<file path="src/hdl/esf_queue.sv">
// Result queue: holds finished force requests until the sink takes them.
// Depends on nothing.
`default_nettype none
module esf_queue #(
    parameter int W = 118,
    parameter int DEPTH = 8
) (
    input  wire logic         clk,
    input  wire logic         rst_n,
    input  wire logic         wr,
    input  wire logic [W-1:0] wdata,
    input  wire logic         rd,
    output logic [W-1:0]      rdata,
    output logic              nonempty,
    output logic [$clog2(DEPTH+1)-1:0] count
);
    localparam int AW = $clog2(DEPTH);
    logic [W-1:0] mem [DEPTH];
    logic [AW-1:0] wp_reg, rp_reg;
    logic [$clog2(DEPTH+1)-1:0] cnt_reg;
    always_ff @(posedge clk or negedge rst_n)
    begin
        if (!rst_n)
        begin
            wp_reg <= '0;
            rp_reg <= '0;
            cnt_reg <= '0;
        end
        else
        begin
            if (wr)
                wp_reg <= AW'(wp_reg + 1'b1);
            if (rd)
                rp_reg <= AW'(rp_reg + 1'b1);
            cnt_reg <= cnt_reg + {{($bits(cnt_reg)-1){1'b0}}, wr}
                               - {{($bits(cnt_reg)-1){1'b0}}, rd};
        end
    end
    always_ff @(posedge clk)
    begin
        if (wr)
            mem[wp_reg] <= wdata;
    end
    assign rdata = mem[rp_reg];
    assign nonempty = cnt_reg != '0;
    assign count = cnt_reg;
endmodule
`default_nettype wire

</file>
<file path="config.mk">
export PLATFORM = sky130hd
export DESIGN_NAME = esf_queue
export DESIGN_NICKNAME = d
export VERILOG_FILES = /design/src/hdl/esf_queue.sv
export SDC_FILE = /design/constraint.sdc
export NUM_CORES = 1
export LEC_CHECK = 0
export BUFFER_PORTS_ARGS = -buffer_cell sky130_fd_sc_hd__buf_2
export CORE_ASPECT_RATIO = 0.6
export CORE_UTILIZATION = 45
export CTS_BUF_LIST = sky130_fd_sc_hd__clkbuf_8
export CTS_CLUSTER_DIAMETER = 100
export CTS_CLUSTER_SIZE = 20
export DETAILED_ROUTE_END_ITERATION = 10
export PLACE_DENSITY_LB_ADDON = 0.3
export SLEW_MARGIN = 20
export SYNTH_ARGS = -nofsm -noshare
export SYNTH_HDL_FRONTEND = slang
export SYNTH_SLANG_ARGS = --single-unit
</file>
<file path="constraint.sdc">
create_clock -name clk -period 9.8 [get_ports clk]
set_clock_uncertainty 0.05 [all_clocks]
set_input_delay 0.98 -clock clk [delete_from_list [all_inputs] [get_ports clk]]
set_output_delay 0.98 -clock clk [all_outputs]
set_load 0.005 [all_outputs]
</file>
After elaboration in Yosys (flattened, before gate mapping)
Memory sizes are Yosys's and may differ from the RTL's.
Cells that the tools add are included.
Word-level totals
  register bits after elaboration: 10
  RAM bits: 944
  bits of input ports: 122
  output and inout bits: 123
  memories: 1
Cells by class
  $add $sub $neg: 4
  muxes and demuxes: 2
  reduce and logical (&&, ||, !) cells: 1
Memories
  mem: words 8, width 118, read ports 1, clocked after Yosys merged registers in 0, wr ports 1, RTL line 18  | logic [W-1:0] mem [DEPTH];
Operator list (number)
  3-bit by 1-bit adder with 3-bit output (second input constant): 2
  4-bit by 1-bit adder with 4-bit output: 1
  4-bit nonzero test: 1
  4-bit by 1-bit subtractor with 4-bit output: 1
  1-bit two-way mux: 2

Logic depth before layout (Yosys ltp)
Gate-level depths: netlist (run 1).
  depth after elaboration: 2
  depth in mapped cells: 7
  gate-level depth less buffers: 7

Worst setup path after synthesis (run 1)
OpenSTA, ideal clock, no wires.
  path type: input to register
  start: input wr
  end: memory mem[0][0], enable pin
  library setup time: 739 ps
  arrival time: 9043 ps
  data required time: 9011 ps
  path slack: -33 ps
  stages on the path: 2
  path through: nand2b_1 nor3_1
Between the ends
  longest elaborated chain between the ends: 2
RTL lines
  start, declared: RTL line 10  | input wire logic wr,
  1-bit two-way mux: RTL line 41  | if (wr)
  1-bit two-way mux (implied by the code): RTL line 42  | mem[wp_reg] <= wdata;
  end, declared: RTL line 18
Every way passes these cells.

Final worst setup path (run 1)
  start: register rp_reg[2]
  end: output rdata[74]
Between the ends
  longest elaborated chain between the ends: 1
RTL lines
  start, declared: RTL line 19  | logic [AW-1:0] wp_reg, rp_reg;
  start signal, assigned: RTL line 34  | rp_reg <= AW'(rp_reg + 1'b1);
  memory read 8 x 118 bit
  end, declared: RTL line 13  | output logic [W-1:0] rdata,
Every way passes these cells.

==> results of run 1 <==
per-layer routing:
metal	vias to the layer above	global-route usage	part of all wire
met5	-	0	0.0016
met4	18	0.0315	0.014
met3	85	0.0433	0.068
met2	344	0.277	0.48
met1	8261	0.245	0.43
li1	6621	-	-
cells in the mapped netlist:
cell | instances | share of area
nor3_1 | 2 | 0.00027
buf_8 | 17 | 0.0070
nand2b_1 | 3 | 0.00051
edfxtp_1 | 944 | 0.78
xnor2_1 | 3 | 0.00072
mux4_1 | 108 | 0.078
dfrtp_1 | 10 | 0.0069
buf_1 | 11 | 0.0011
mux2_2 | 120 | 0.037
clkbuf_1 | 25 | 0.0026
mux4_2 | 128 | 0.079
nor2_1 | 6 | 0.00062
xor2_1 | 3 | 0.00072
buf_12 | 2 | 0.0011
a21o_1 | 1 | 0.00021
buf_6 | 8 | 0.0025
inv_1 | 8 | 0.00082
a21oi_1 | 1 | 0.00014
buf_2 | 3 | 0.00041
nand2_1 | 4 | 0.00041
ha_1 | 7 | 0.0024
fa_1 | 1 | 0.00055
nand3_1 | 1 | 0.00014
path summary, 6_finish.rpt:
path | from | to | slack [ns] | cells past startpoint
worst max-delay path | rp_reg[2] | rdata[74] | 4.68 | 5
worst min register to register | wp_reg[1] | wp_reg[1] | 0.53 | 1
worst max register to register | wp_reg[1] | mem[0][63] | 6.48 | 4
worst min-delay path | rd | rp_reg[0] | 0.46 | 2
max in group asynchronous | rst_n | rp_reg[2] | 8.88 | 2
min in group asynchronous | rst_n | wp_reg[2] | 0.59 | 2
kinds of logic after synthesis:
| group | count (synthesis) | synth area share |
|---|---|---|
| DFF | 954 | 0.784 |
| muxes | 356 | 0.194 |
| xor gates and xnor gates | 6 | 0.00144 |
| buffers and inverters | 74 | 0.0155 |
| AOI/OAI and AO/OA | 2 | 0.000343 |
| and+or+nand+nor | 16 | 0.00195 |
| adders and majority gates | 8 | 0.00295 |
critical path, stage by stage, from the launching register on:
cell and delay, ns:
dfrtp_4 0.88, buf_4 0.66, buf_4 0.92, mux4_1 0.44, mux2_2 0.28, buf_2 0.13
metrics by stage:
step | setup WS [ns] | utilization | total power, uW | instances | hold slack, ns
global placement | 5.31 | 0.486 | 8830 | 2685 | 0.486
CTS | 4.46 | 0.496 | 10500 | 2750 | 0.386
finish | 4.68 | 0.496 | 10300 | 2757 | 0.456
floorplan | 3.14 | - | 7780 | 1416 | 0.471
detailed placement | 5.29 | 0.486 | 8890 | 2685 | 0.504
global route | 4.44 | 0.496 | 10900 | 2751 | 0.406
area by class of cell:
class,instances,area (um^2)
sequential,954,28600
tap,1066,1330
clock buffer,53,729
inverter,8,30.0
antenna,6,15.0
fill,6281,40200
multi-input combinational,388,7380
timing repair buffer,271,1480
clock inverter,11,46.3
where the power goes:
part	total (uW)	leakage (uW)	internal, uW	switching (uW)
Clock	1640	0.000438	495	1150
Combinational	3370	0.00369	1680	1680
Sequential	5320	0.00869	5110	209
what timing repair did:
item,CTS,global route
buffers inserted,0,0
endpoints found under the hold margin,10,0
hold buffers,1,0
==> out/summary.txt, run 1 <==
Yosys warning count -> 0
Leak -> 0.0128 uW
Mapped Area -> 36,500 um^2
clk sink count -> 954
Final period util -> 0.523
worst rel slew slack -> 0.274
arrival time worst endpoint -> 4.09 ns
status -> finished, violations left
max FFs per register -> 944
CTS H-tree depth -> 2
IO Count -> 245
failing checks -> DRC
worst slew pin tran -> 1.09 ns
DRT antenna net count -> 0
vias per std cell -> 5.56
CTS tree -> built
final critical-path required period -> 5.12 ns
via count of the routed design -> 15,300
num rows -> 80
Fin. Hold Viols -> 0
largest reg by FF count -> mem
f_max -> 0.195 GHz
syn nets -> 1,546
Die Y -> 223 um
Num CTS Buffers -> 53
RSZ-0062 raised after global routing -> false
first-pass GRT wire length -> 105,000 um
fin nets -> 1,806
Core ar. -> 79,900 um^2
die area -> 82,200 um^2
post-route cell area -> 39,600 um^2
Max-Cap Viols -> 0
commonest non-fill, non-tap cell in the layout -> edfxtp_1
gpl congestion -> 0.714
Crit Path Max Fanout -> 70
Final Max Tran Viols -> 0
drt total wl -> 70,900 um
VDD IR max -> 0.159 mV
crit path kind -> register to output pin
Crit. End Element -> output pin
DR WL/cell -> 25.7 um
PostCTS Resize Cnt -> 0
hpwl dp -> 37,300 um
All-Layer GR Usage -> 0.173
initial antenna violation count -> 14
Worst EP required -> 8.77 ns
largest net degree at the start of global routing -> 121
critical path launch point type -> register
total gr overflow -> 0
Pre-antenna DRT Iters -> 10
CTS root buf -> clkbuf_8
Distinct cells, synth -> 23
sequential area share after synthesis -> 0.784
DRT iter0 DRCs -> 1,243
vias in the first global route -> 16,300
clk slew on worst S/H paths -> 0.12 ns
Area after DPL -> 38,800 um^2
Avg Cell Area, Syn -> 25.8 um^2
share of cells above drive strength 1 -> 0.346
Seq cells post-synth -> 954
# DRC -> 18
Synth Instances -> 1,416
area grow syn2layout -> 8.64%
Hold Path Class -> primary input to register
Final TNS setup -> 0 ns
commonest non-fill, non-tap cells in the layout -> edfxtp_1 (944), buf_2 (244), mux4_2 (128)
chip width -> 370 um
clk_lat worst skew -> 0.72 ns
# port buffers -> 244
PwrDens -> 261 nW/um^2
Setup violations, final -> 0
CTS max path bufs -> 3
Initial Utilization -> 0.457
Power figures use the tool's default switching activity.
==> run 2: changes to the inputs <==
clock period = 5.2 ns   (was 9.8 ns; I/O delays follow)
==> run 2 against run 1 <==
  * The run still ends with DRC left
  * Combinational power grew 92%
  * Non-clock buffer count grew 130
  * Final area grew 3.5%
  * Total power grew 89%
  * Via count grew 2.7%
  * Register-to-register slack lost 3.8 ns
  * Sequential share of layout area shrank 2.5 points
  * Worst setup slack lost 3.3 ns
  * Utilization grew 1.8 points
  * Critical path type unchanged
==> out/summary.txt, run 2 (synthesis gave the netlist of run 1 again) <==
status -> finished, violations left
failing checks -> DRC
total gr overflow -> 0 (unchanged)
area grow syn2layout -> 12.5%
vias per std cell -> 5.45 (-1.9%)
Pre-antenna DRT Iters -> 8 (-2)
gpl congestion -> 0.678 (-4.9%)
R2R cell count -> 4 (unchanged)
DRT antenna net count -> 0 (unchanged)
RSZ-0062 raised after global routing -> false
DR WL/cell -> 24.0 um (-6.7%)
commonest non-fill, non-tap cells in the layout -> edfxtp_1 (944), buf_2 (244), mux4_2 (128)
largest reg by FF count -> mem
PostCTS Resize Cnt -> 0 (unchanged)
Setup violations, final -> 0 (unchanged)
CTS tree -> built
Initial Utilization -> 0.457 (unchanged)
VDD IR max -> 0.292 mV (+83%)
Final TNS setup -> 0 ns (unchanged)
vias in the first global route -> 16,600 (+1.4%)
Critical Path Stages -> 4 (-1)
clk_lat worst skew -> 0.70 ns (-0.02 ns)
# DRC -> 26 (+8)
drt total wl -> 69,200 um (-2.4%)
crit-path leading delay family -> multiplexers
CTS root buf -> clkbuf_8
All-Layer GR Usage -> 0.168 (-0.00477)
Num CTS Buffers -> 53 (unchanged)
Hold Path Class -> primary input to async pin
critical path launch point type -> register
hpwl dp -> 37,200 um (-0.14%)
Buf/Inv on CP -> 2 (-1)
Max-Cap Viols -> 0 (unchanged)
worst stage delay on the critical path -> 0.86 ns (-0.06 ns)
IO Count -> 245 (unchanged)
Worst EP required -> 4.63 ns (-4.14 ns)
CTS H-tree depth -> 2 (unchanged)
Final period util -> 0.741
clk sink count -> 954 (unchanged)
CTS max path bufs -> 3 (unchanged)
chip width -> 370 um (unchanged)
arrival time worst endpoint -> 3.28 ns (-0.81 ns)
num rows -> 80 (unchanged)
Leak -> 0.0134 uW (+4.6%)
Die Y -> 223 um (unchanged)
via count of the routed design -> 15,700 (+2.7%)
fin nets -> 1,936 (+7.2%)
Crit. End Element -> output pin
worst slew pin tran -> 0.975 ns (-0.114 ns)
Final Max Tran Viols -> 0 (unchanged)
final core occ -> 0.514 (+0.0175)
crit path kind -> register to output pin
max FFs per register -> 944 (unchanged)
first-pass GRT wire length -> 104,000 um (-1.6%)
die area -> 82,200 um^2 (unchanged)
worst rel slew slack -> 0.350 (+0.0759)
Crit Path Max Fanout -> 31 (-56%)
critical path cell sequence -> buf_4 -> mux4_1 -> mux2_2 -> buf_2
clk slew on worst S/H paths -> 0.12 ns (about the same)
final critical-path required period -> 3.85 ns
largest net degree at the start of global routing -> 72 (-40%)
# port buffers -> 244 (unchanged)
Worst path slowest cell -> dfrtp_4
initial antenna violation count -> 6 (-8)
Fin. Hold Viols -> 0 (unchanged)
f_max -> 0.260 GHz
commonest non-fill, non-tap cell in the layout -> edfxtp_1
Core ar. -> 79,900 um^2 (unchanged)
share of cells above drive strength 1 -> 0.327 (-0.0193)
DRT iter0 DRCs -> 1,139 (-8.4%)
PnR Total Power -> 19,600 uW (+89%)
PwrDens -> 477 nW/um^2 (+83%)
-- run 2: changes by cell type in the layout (fill, tap and decap cells not counted) --
cell           change
dlygate4sd3_1    +120
diode_2            -1
buf_12            +10
-- run 2: layout make-up --
type	count	area (um^2)
clock buffers	53	729
diodes	5	12.5
multi-input cells	388	7380
clock inverters	11	46.3
flip-flops and latches	954	28600
inverters	8	30.0
repair buffers	401	2890
well taps	1066	1330
fillers	6225	38800
-- run 2: where the power goes --
part           leakage [uW]  total [uW]  switching [uW]  internal, uW
sequential          0.00869       10100             430          9630
clock              0.000438        3040            2110           932
combinational       0.00428        6460            3140          3320
-- run 2: repair_timing --
action,in CTS,in global routing
setup buffers,0,0
endpoints found under the hold margin,955,0
setup endpoints to repair,0,0
hold buffers,121,0
-- run 2: stage by stage --
| stage | hold slack (ns) | instance area, um^2 | worst slack, ns | cells |
|---|---|---|---|---|
| floorplan | 0.174 | 36500 | -1.00 | 1416 |
| global placement | 0.351 | 39000 | 2.04 | 2695 |
| detailed placement | 0.352 | 39000 | 2.03 | 2695 |
| CTS | 0.0637 | 41000 | 1.20 | 2880 |
| global route | 0.116 | 41000 | 1.15 | 2883 |
| finish | 0.165 | 41000 | 1.35 | 2886 |
-- run 2: worst paths after layout --
path	startpoint	end	slack, ns
max	rp_reg[0]	rdata[28]	1.35
min	rst_n	rp_reg[0]	0.16
max reg2reg	wp_reg[1]	mem[0][66]	2.68
min reg2reg	wp_reg[1]	wp_reg[1]	0.53
max in group asynchronous	rst_n	rp_reg[1]	4.70
min in group clk	wp_reg[1]	wp_reg[1]	0.53
-- run 2: metal layers --
layer  global-route usage  share of wire  routed length [um]
met5                    0        0.00056                  39
met4               0.0329          0.015                1050
met3               0.0296          0.044                3070
met2                0.272           0.48               33200
met1                0.244           0.46               31800
-- run 2: worst reg2reg max path: stages (launching register included) --
cell,delay (ns)
dfrtp_1,0.42
nand2b_1,0.34
nor3_4,0.21
buf_4,0.43
buf_4,0.66
